$ cat src/sv/deque_with_delete_by_key_assert.svh
// Assertion macros used by the deque-with-delete-by-key top level.
`ifndef DEQUE_WITH_DELETE_BY_KEY_ASSERT_SVH
`define DEQUE_WITH_DELETE_BY_KEY_ASSERT_SVH

// Same-cycle implication, disabled while in reset.
`define DQK_ASSERT_IMPL(label, clk, rstn, ante, cons, msg) \
  label: assert property (@(posedge clk) disable iff (!(rstn)) (ante) |-> (cons)) \
    else $error(msg);

// Next-cycle implication, disabled while in reset.
`define DQK_ASSERT_NEXT(label, clk, rstn, ante, cons, msg) \
  label: assert property (@(posedge clk) disable iff (!(rstn)) (ante) |=> (cons)) \
    else $error(msg);

`endif

$ cat src/sv/dqk_pkg.sv
// Package: sizes, request/status codes, command type and key helpers for the deque.
`timescale 1ns / 1ps
package dqk_pkg;

  localparam int CAPACITY = 64;
  localparam int KEY_BITS = 32;
  localparam int IDX_W    = $clog2(CAPACITY);
  localparam int CNT_W    = $clog2(CAPACITY + 1);
  localparam int QDEPTH   = 2;
  localparam int QPTR_W   = $clog2(QDEPTH);
  localparam int QFILL_W  = $clog2(QDEPTH + 1);

  // Request codes on the input channel
  localparam logic [2:0] REQ_INSERT    = 3'd0;
  localparam logic [2:0] REQ_DEL_KEY   = 3'd1;
  localparam logic [2:0] REQ_DEL_FIRST = 3'd2;
  localparam logic [2:0] REQ_DEL_LAST  = 3'd3;
  localparam logic [2:0] REQ_DUMP      = 3'd4;

  typedef enum logic [2:0] {
    OP_INSERT,
    OP_DEL_KEY,
    OP_DEL_FIRST,
    OP_DEL_LAST,
    OP_DUMP,
    OP_NOP
  } op_t;

  typedef enum logic [1:0] {
    ST_OK     = 2'd0,
    ST_FULL   = 2'd1,
    ST_EMPTY  = 2'd2,
    ST_ABSENT = 2'd3
  } status_t;

  typedef struct packed {
    op_t                 op;
    logic [KEY_BITS-1:0] key;
  } cmd_t;

  // Sign-extend or truncate an input key to the stored key width
  function automatic logic [KEY_BITS-1:0] key_in(input logic signed [31:0] k);
    return KEY_BITS'(k);
  endfunction

  // Stored key to output element: low 32 bits, zero-filled when narrower
  function automatic logic [31:0] key_out(input logic [KEY_BITS-1:0] k);
    return 32'(k);
  endfunction

endpackage

$ cat src/sv/dqk_front.sv
// Front end: accepts requests, decodes them into commands, buffers them in a short queue.
`timescale 1ns / 1ps
module dqk_front (
  input  logic               clk,
  input  logic               rst_n,
  input  logic               in_valid,
  output logic               in_ready,
  input  logic [2:0]         in_req_type,
  input  logic signed [31:0] in_key,
  output logic               cmd_valid,
  input  logic               cmd_ready,
  output dqk_pkg::cmd_t      cmd
);
  import dqk_pkg::*;

  cmd_t               q_mem_r [QDEPTH];
  logic [QPTR_W-1:0]  wr_ptr_r;
  logic [QPTR_W-1:0]  rd_ptr_r;
  logic [QFILL_W-1:0] fill_r;
  logic [QFILL_W-1:0] fill_nxt;
  cmd_t               dec;
  logic               push;
  logic               pop;

  // Classify the request
  always_comb begin
    dec.key = key_in(in_key);
    unique case (in_req_type)
      REQ_INSERT:    dec.op = OP_INSERT;
      REQ_DEL_KEY:   dec.op = OP_DEL_KEY;
      REQ_DEL_FIRST: dec.op = OP_DEL_FIRST;
      REQ_DEL_LAST:  dec.op = OP_DEL_LAST;
      REQ_DUMP:      dec.op = OP_DUMP;
      default:       dec.op = OP_NOP;
    endcase
  end

  assign in_ready  = (fill_r != QFILL_W'(QDEPTH));
  assign cmd_valid = (fill_r != '0);
  assign cmd       = q_mem_r[rd_ptr_r];
  assign push      = in_valid && in_ready;
  assign pop       = cmd_valid && cmd_ready;

  always_comb begin
    fill_nxt = fill_r;
    if (push && !pop) begin
      fill_nxt = fill_r + 1'b1;
    end else if (pop && !push) begin
      fill_nxt = fill_r - 1'b1;
    end
  end

  // Queue storage
  always_ff @(posedge clk) begin
    if (push) begin
      q_mem_r[wr_ptr_r] <= dec;
    end
  end

  // Queue pointers
  always_ff @(posedge clk) begin
    if (!rst_n) begin
      wr_ptr_r <= '0;
      rd_ptr_r <= '0;
      fill_r   <= '0;
    end else begin
      if (push) begin
        wr_ptr_r <= (wr_ptr_r == QPTR_W'(QDEPTH - 1)) ? '0 : wr_ptr_r + 1'b1;
      end
      if (pop) begin
        rd_ptr_r <= (rd_ptr_r == QPTR_W'(QDEPTH - 1)) ? '0 : rd_ptr_r + 1'b1;
      end
      fill_r <= fill_nxt;
    end
  end

endmodule

$ cat src/sv/dqk_back.sv
// Back end: circular entry memory, command sequencer (scan, compact, dump) and result register.
`timescale 1ns / 1ps
module dqk_back (
  input  logic               clk,
  input  logic               rst_n,
  input  logic               cmd_valid,
  output logic               cmd_ready,
  input  dqk_pkg::cmd_t      cmd,
  output logic               out_valid,
  input  logic               out_ready,
  output logic signed [31:0] out_element,
  output logic               out_element_valid,
  output logic               out_last_item,
  output logic [1:0]         out_status,
  output logic [6:0]         out_occupancy
);
  import dqk_pkg::*;

  typedef enum logic [4:0] {
    S_IDLE   = 5'b00001,
    S_SCAN   = 5'b00010,
    S_SHIFT  = 5'b00100,
    S_DUMP   = 5'b01000,
    S_FINISH = 5'b10000
  } state_t;

  // Logical position to physical address, front at head
  function automatic logic [IDX_W-1:0] phys(input logic [IDX_W-1:0] head,
                                            input logic [CNT_W-1:0] off);
    logic [CNT_W:0] sum;
    sum = (CNT_W+1)'(head) + (CNT_W+1)'(off);
    if (sum >= (CNT_W+1)'(CAPACITY)) begin
      sum = sum - (CNT_W+1)'(CAPACITY);
    end
    return sum[IDX_W-1:0];
  endfunction

  logic [KEY_BITS-1:0] mem_r [CAPACITY];
  logic [KEY_BITS-1:0] rdata_r;

  state_t              state_r, state_nxt;
  logic [IDX_W-1:0]    head_r, head_nxt;
  logic [CNT_W-1:0]    count_r, count_nxt;
  logic [IDX_W-1:0]    j_r, j_nxt;
  logic [KEY_BITS-1:0] key_r, key_nxt;
  status_t             status_r, status_nxt;

  logic                rd_en;
  logic [CNT_W-1:0]    rd_off;
  logic                we;
  logic [IDX_W-1:0]    wr_addr;
  logic [KEY_BITS-1:0] wr_data;

  logic                emit;
  logic [31:0]         emit_elem;
  logic                emit_ev;
  logic                emit_last;
  status_t             emit_status;

  logic                out_valid_r;
  logic [31:0]         out_elem_r;
  logic                out_ev_r;
  logic                out_last_r;
  status_t             out_status_r;
  logic [CNT_W-1:0]    out_occ_r;

  logic                can_emit;
  logic [CNT_W-1:0]    j_ext;
  logic                j_last;
  logic                is_empty;
  logic [IDX_W-1:0]    head_dec;
  logic [IDX_W-1:0]    head_inc;

  assign can_emit  = !out_valid_r || out_ready;
  assign j_ext     = CNT_W'(j_r);
  assign j_last    = (j_ext + 1'b1 == count_r);
  assign is_empty  = (count_r == '0);
  assign head_dec  = (head_r == '0) ? IDX_W'(CAPACITY - 1) : head_r - 1'b1;
  assign head_inc  = (head_r == IDX_W'(CAPACITY - 1)) ? '0 : head_r + 1'b1;
  assign cmd_ready = (state_r == S_IDLE);

  // Sequencer
  always_comb begin
    state_nxt   = state_r;
    head_nxt    = head_r;
    count_nxt   = count_r;
    j_nxt       = j_r;
    key_nxt     = key_r;
    status_nxt  = status_r;
    rd_en       = 1'b0;
    rd_off      = '0;
    we          = 1'b0;
    wr_addr     = head_dec;
    wr_data     = cmd.key;
    emit        = 1'b0;
    emit_elem   = '0;
    emit_ev     = 1'b0;
    emit_last   = 1'b1;
    emit_status = status_r;

    unique case (state_r)
      S_IDLE: begin
        if (cmd_valid) begin
          key_nxt    = cmd.key;
          status_nxt = ST_OK;
          j_nxt      = '0;
          state_nxt  = S_FINISH;
          unique case (cmd.op)
            OP_INSERT: begin
              if (count_r == CNT_W'(CAPACITY)) begin
                status_nxt = ST_FULL;
              end else begin
                we        = 1'b1;
                head_nxt  = head_dec;
                count_nxt = count_r + 1'b1;
              end
            end
            OP_DEL_KEY: begin
              if (is_empty) begin
                status_nxt = ST_EMPTY;
              end else begin
                rd_en     = 1'b1;
                state_nxt = S_SCAN;
              end
            end
            OP_DEL_FIRST: begin
              if (is_empty) begin
                status_nxt = ST_EMPTY;
              end else begin
                head_nxt  = head_inc;
                count_nxt = count_r - 1'b1;
              end
            end
            OP_DEL_LAST: begin
              if (is_empty) begin
                status_nxt = ST_EMPTY;
              end else begin
                count_nxt = count_r - 1'b1;
              end
            end
            OP_DUMP: begin
              if (!is_empty) begin
                rd_en     = 1'b1;
                state_nxt = S_DUMP;
              end
            end
            OP_NOP: begin
              state_nxt = S_FINISH;
            end
            default: begin
              state_nxt = S_FINISH;
            end
          endcase
        end
      end

      // rdata_r holds entry j; one compare per cycle
      S_SCAN: begin
        if (rdata_r == key_r) begin
          if (j_last) begin
            count_nxt = count_r - 1'b1;
            state_nxt = S_FINISH;
          end else begin
            rd_en     = 1'b1;
            rd_off    = j_ext + 1'b1;
            state_nxt = S_SHIFT;
          end
        end else if (j_last) begin
          status_nxt = ST_ABSENT;
          state_nxt  = S_FINISH;
        end else begin
          rd_en  = 1'b1;
          rd_off = j_ext + 1'b1;
          j_nxt  = j_r + 1'b1;
        end
      end

      // rdata_r holds entry j+1; move it down to j
      S_SHIFT: begin
        we      = 1'b1;
        wr_addr = phys(head_r, j_ext);
        wr_data = rdata_r;
        if (CNT_W'(j_ext + 2'd2) < count_r) begin
          rd_en  = 1'b1;
          rd_off = j_ext + 2'd2;
          j_nxt  = j_r + 1'b1;
        end else begin
          count_nxt = count_r - 1'b1;
          state_nxt = S_FINISH;
        end
      end

      // rdata_r holds entry j; held while the result register is stalled
      S_DUMP: begin
        if (can_emit) begin
          emit        = 1'b1;
          emit_elem   = key_out(rdata_r);
          emit_ev     = 1'b1;
          emit_last   = j_last;
          emit_status = ST_OK;
          if (j_last) begin
            state_nxt = S_IDLE;
          end else begin
            rd_en  = 1'b1;
            rd_off = j_ext + 1'b1;
            j_nxt  = j_r + 1'b1;
          end
        end
      end

      S_FINISH: begin
        if (can_emit) begin
          emit      = 1'b1;
          state_nxt = S_IDLE;
        end
      end

      default: begin
        state_nxt = S_IDLE;
      end
    endcase
  end

  // Entry memory, one write and one registered read port
  always_ff @(posedge clk) begin
    if (we) begin
      mem_r[wr_addr] <= wr_data;
    end
    if (rd_en) begin
      rdata_r <= mem_r[phys(head_nxt, rd_off)];
    end
  end

  // Control state
  always_ff @(posedge clk) begin
    if (!rst_n) begin
      state_r  <= S_IDLE;
      head_r   <= '0;
      count_r  <= '0;
      j_r      <= '0;
      status_r <= ST_OK;
    end else begin
      state_r  <= state_nxt;
      head_r   <= head_nxt;
      count_r  <= count_nxt;
      j_r      <= j_nxt;
      status_r <= status_nxt;
    end
  end

  always_ff @(posedge clk) begin
    key_r <= key_nxt;
  end

  // Result register
  always_ff @(posedge clk) begin
    if (!rst_n) begin
      out_valid_r <= 1'b0;
    end else if (emit) begin
      out_valid_r <= 1'b1;
    end else if (out_ready) begin
      out_valid_r <= 1'b0;
    end
  end

  always_ff @(posedge clk) begin
    if (emit) begin
      out_elem_r   <= emit_elem;
      out_ev_r     <= emit_ev;
      out_last_r   <= emit_last;
      out_status_r <= emit_status;
      out_occ_r    <= count_nxt;
    end
  end

  assign out_valid         = out_valid_r;
  assign out_element       = out_elem_r;
  assign out_element_valid = out_ev_r;
  assign out_last_item     = out_last_r;
  assign out_status        = out_status_r;
  assign out_occupancy     = 7'(out_occ_r);

endmodule

$ cat src/sv/deque_with_delete_by_key.sv
// Top level: ordered key list with front insert, end pops, delete by key and dump.
//
//   channel  | handshake            | payload
//   ---------+----------------------+-----------------------------------------------
//   in       | in_valid / in_ready  | in_req_type, in_key
//   out      | out_valid / out_ready| out_element, out_element_valid, out_last_item,
//            |                      | out_status, out_occupancy
//
// Insert, pops, dump of an empty list and unknown requests give one result each.
// Delete by key scans one entry per cycle on the memory read port, then compacts
// one entry per cycle. Dump streams one element per cycle while the output is
// not stalled.
// A two-item command queue lets requests be taken while the back end works.
// Reset (synchronous, active low) empties the list at once; no clearing pass.
`timescale 1ns / 1ps
`include "deque_with_delete_by_key_assert.svh"
module deque_with_delete_by_key (
  input  logic               clk,
  input  logic               rst_n,
  input  logic               in_valid,
  output logic               in_ready,
  input  logic [2:0]         in_req_type,
  input  logic signed [31:0] in_key,
  output logic               out_valid,
  input  logic               out_ready,
  output logic signed [31:0] out_element,
  output logic               out_element_valid,
  output logic               out_last_item,
  output logic [1:0]         out_status,
  output logic [6:0]         out_occupancy
);
  import dqk_pkg::*;

  logic cmd_valid;
  logic cmd_ready;
  cmd_t cmd;

  dqk_front u_front (
    .clk         (clk),
    .rst_n       (rst_n),
    .in_valid    (in_valid),
    .in_ready    (in_ready),
    .in_req_type (in_req_type),
    .in_key      (in_key),
    .cmd_valid   (cmd_valid),
    .cmd_ready   (cmd_ready),
    .cmd         (cmd)
  );

  dqk_back u_back (
    .clk               (clk),
    .rst_n             (rst_n),
    .cmd_valid         (cmd_valid),
    .cmd_ready         (cmd_ready),
    .cmd               (cmd),
    .out_valid         (out_valid),
    .out_ready         (out_ready),
    .out_element       (out_element),
    .out_element_valid (out_element_valid),
    .out_last_item     (out_last_item),
    .out_status        (out_status),
    .out_occupancy     (out_occupancy)
  );

  // Checks
  `DQK_ASSERT_IMPL(a_occ_bound, clk, rst_n, out_valid, out_occupancy <= 7'(CAPACITY), "occupancy above capacity")
  `DQK_ASSERT_IMPL(a_elem_ok, clk, rst_n, out_valid && out_element_valid, out_status == ST_OK, "element with error status")
  `DQK_ASSERT_IMPL(a_single_last, clk, rst_n, out_valid && !out_element_valid, out_last_item, "single result not marked last")
  `DQK_ASSERT_NEXT(a_dump_occ, clk, rst_n, out_valid && out_ready && out_element_valid && !out_last_item, out_occupancy == $past(out_occupancy), "occupancy moved during dump")

endmodule

$ cat config.mk
export PLATFORM = sky130hd
export DESIGN_NAME = deque_with_delete_by_key
export DESIGN_NICKNAME = d
export VERILOG_FILES = /design/src/sv/dqk_pkg.sv /design/src/sv/dqk_front.sv /design/src/sv/dqk_back.sv /design/src/sv/deque_with_delete_by_key.sv
export VERILOG_INCLUDE_DIRS = /design/src /design/src/sv
export SDC_FILE = /design/constraint.sdc
export NUM_CORES = 2
export LEC_CHECK = 0
export BUFFER_PORTS_ARGS = -buffer_cell sky130_fd_sc_hd__buf_4
export CAP_MARGIN = 20
export CORE_MARGIN = 1
export CORE_UTILIZATION = 55
export CTS_BUF_LIST = sky130_fd_sc_hd__clkbuf_4 sky130_fd_sc_hd__clkbuf_8 sky130_fd_sc_hd__clkbuf_16
export CTS_CLUSTER_DIAMETER = 200
export DETAILED_ROUTE_END_ITERATION = 12
export GPL_ROUTABILITY_DRIVEN = 0
export PLACE_DENSITY = 0.71
export SETUP_SLACK_MARGIN = 0.15
export SYNTH_ARGS = -nofsm -noshare
export SYNTH_HDL_FRONTEND = slang
export SYNTH_HIERARCHICAL = 1
export SYNTH_SLANG_ARGS = --single-unit
$ cat constraint.sdc
create_clock -name clk -period 6.42 [get_ports clk]
set_clock_uncertainty 0.2 [all_clocks]
set_input_delay 1.284 -clock clk [delete_from_list [all_inputs] [get_ports clk]]
set_output_delay 1.284 -clock clk [all_outputs]
set_load 0.03 [all_outputs]
==> qor.csv <==
metric,value,unit
synth-adder-area-share,0.400,%
worst_pin_slew,1.12,ns
muxShareOfSynthArea,13.9,%
synth_fp_nets,4656,
grt_start_max_net_pins,77,
wl_met3,26.7,mm
floorplan.initialDensity,55.6,%
synth_xor_area_share,0.663,%
yosysSeqAreaShare,76.4,%
ant_nets,0,
min_path_type,reg2reg,
drt-vias-per-instance,6.59,
ys_top_cells_by_area,"edfxtp_1 (76%), mux4_2 (13%), nand2_1 (2.9%)",
synth_top_family_by_area,multiplexers,
powerDensity,371,nW/um2
core-area,159000,um2
place.port_buffers,83,
setup_viol,0,
end_kind,register,
maxSlewViolCount,0,
p_sw,9830,uW
clk_path_buf_depth,3,
cp_slowest_stage_delay,0.54,ns
rsz0062_at_grt,no,
synth.top_cell.area_share,75.7,%
drt-met1-wl,86.7,mm
drive_gt1_share,25.9,%
dpl-instance-area,93100,um2
leakage,0.0323,uW
io_pins,84,
internal_power,27500,uW
ys_warn_count,6,
worstPathRequired,6.77,ns
drv_cap,0,
rows,146,
drt-total-wl,230,mm
antenna_found_initial,4,
die-area,162000,um2
power_frac_seq,48.7,%
cts_root_buf,clkbuf_16,
dr.pass1.iters,6,
clkTransAtPathRegs,0.06,ns
clk_latency,0.87,ns
holdWs,0.311,ns
synth_compound_area_share,1.05,%
vdd_drop_max,347,uV
relSlewSlack,25.5,%
numCtsBuffers,215,
wl_met2,110,mm
swShare,26.3,%
cts_tree,yes,
ys_types,77,
synthesis.area,88300,um2
post-route-period-util,93.6,%
critPathSlowestCell,fa_4,
vias,46700,
path_cells,mux2_2 -> nor2b_1 -> nand2b_1 -> a311oi_1 -> o21ai_0 -> o21ai_0 -> a22o_1 -> ha_4 -> inv_1 -> fa_4 -> inv_1 -> a21oi_1 -> o21bai_1 -> xnor2_1 -> nor2_4 -> buf_12 -> buf_12 -> nand3_1 -> nand4_1 -> mux2i_1,
die_w,403,um
pwr-share-clk,34.4,%
synth_seq_cells,2257,
hold_viol_final,0,
synthFlopType,edfxtp_1,
grt_pass1_wl,331,mm
overflow,0,
comb_power_share,16.9,%
synth_area_per_cell,19.2,um2
grt_pass1_vias,46100,
fin_crit,6.01,ns
route.detailed.drc,0,
ctsHoldBuffers,0,
final_common_cell,edfxtp_1,
wl_per_cell,32.5,um
async_flop_share,0,%
cp_max_fo,32,
gr-usage-all-layers,28.8,%
final_cell_mix,"edfxtp_1 (2225), nand2_1 (638), mux4_2 (512), nand3_1 (272), buf_4 (224)",
cts_sinks,2257,
nNetsFinal,4909,
dp_hpwl,130,mm
die_h,403,um
finalSetupTns,0,ns
synth_top_cell_by_area,edfxtp_1,
first_iter_violations,6753,
routed.top_layer,met5,
critPathArrivalTime,6.36,ns
area_growth,13.8,%
status,completed,
synth_edf_count,2225,
start_kind,register,
syn_inst,4590,
h-tree-depth,4,
final_cell_area,101000,um2
max_freq,166,MHz
yosys.area_share.simple,6.43,%
worstSetupPathType,reg2reg,
[power groups by stage]
stage               registers, uW  logic, uW  clock network [uW]
floorplan                   18500       3840                   0
global placement            18500       6070                   0
detailed placement          18500       6200                   0
CTS                         18200       6230               12900
global route                18200       6660               13500
finish                      18200       6310               12800
[final cells by class]
cell class,instances,area (um2)
Multi-Input combinational cell,2071,20500
Antenna cell,3,7.51
Fill cell,10600,58400
Sequential cell,2257,67500
Inverter,24,90.1
Clock inverter,140,1440
Timing Repair Buffer,274,2670
Clock buffer,257,5770
Tap cell,2072,2590
[final timing paths]
path	depth (start not counted)	startpoint	slack [ns]	to
min	2	u_back/status_r[1]	0.31	u_back/status_r[1]
min reg2reg	2	u_back/status_r[1]	0.31	u_back/status_r[1]
max reg2reg	20	register	0.41	u_back/rdata_r[1]
max	20	register	0.41	u_back/rdata_r[1]
[state kept, by name (all words and copies together) (netlist names), 7 cells and up, named ones only]
name,flops
u_back/count_r,7
u_back/rdata_r,32
u_back/key_r,32
u_back/out_element,32
u_front/q_mem_r,70
u_back/mem_r,2048
u_back/out_occupancy,7
[critical path, delay by kind of cell, from the launching register on]
kind                       cells  cell delay, ns
AOI/OAI and AO/OA              6            1.18
DFF                            1            0.36
xor gates and xnor gates       1            0.19
and+or+nand+nor                5            1.75
muxes                          2            0.59
buffers and inverters          4            0.61
adders and majority gates      2            0.69
[Yosys cell counts, drive strengths merged (8+ instances only)]
cell and instances:
a21oi 29, and2 53, buf 97, clkbuf 141, dfxtp 32, edfxtp 2225
ha 25, inv 23, mux2 37, mux2i 34, mux4 512, nand2 671
nand3 272, nand3b 8, nand4 78, nor2 111, nor2b 10, nor3 20
o21ai 35, xnor2 55, xor2 11
[through the flow]
step / power, uW / cells / utilization [%] / setup slack, ns
after floorplan: 22300 / 4590 / - / 1.46
after global placement: 24500 / 6689 / 58.6 / 0.179
after detailed placement: 24700 / 6690 / 58.6 / 0.142
after CTS: 37400 / 7087 / 63.1 / 0.243
after global routing: 38300 / 7096 / 63.2 / 0.193
final: 37300 / 7098 / 63.2 / 0.409
[cell families (layout without fill, tap and decap cells)]
group | after synthesis | in the layout
AO/OA/AOI/OAI | 138 | 138
other | 0 | 3
adder cells (fa/ha/maj) | 27 | 27
buffers and inverters | 262 | 695
XOR/XNOR | 66 | 66
multiplexers | 583 | 583
AND/OR/NAND/NOR | 1257 | 1257
flip-flops | 2257 | 2257
[layer usage]
layer  GRT usage (%)  up-vias
met5               0        -
met4            9.09        4
met1            41.2    24400
met2            45.2     3093
met3            5.69      386
li1                -    18900
[repair_timing]
action,CTS,global route
resized for setup,1,0
setup endpoints to repair,1,6
pin swaps,1,1
setup buffers,0,2
Power figures use the tool's default switching activity.
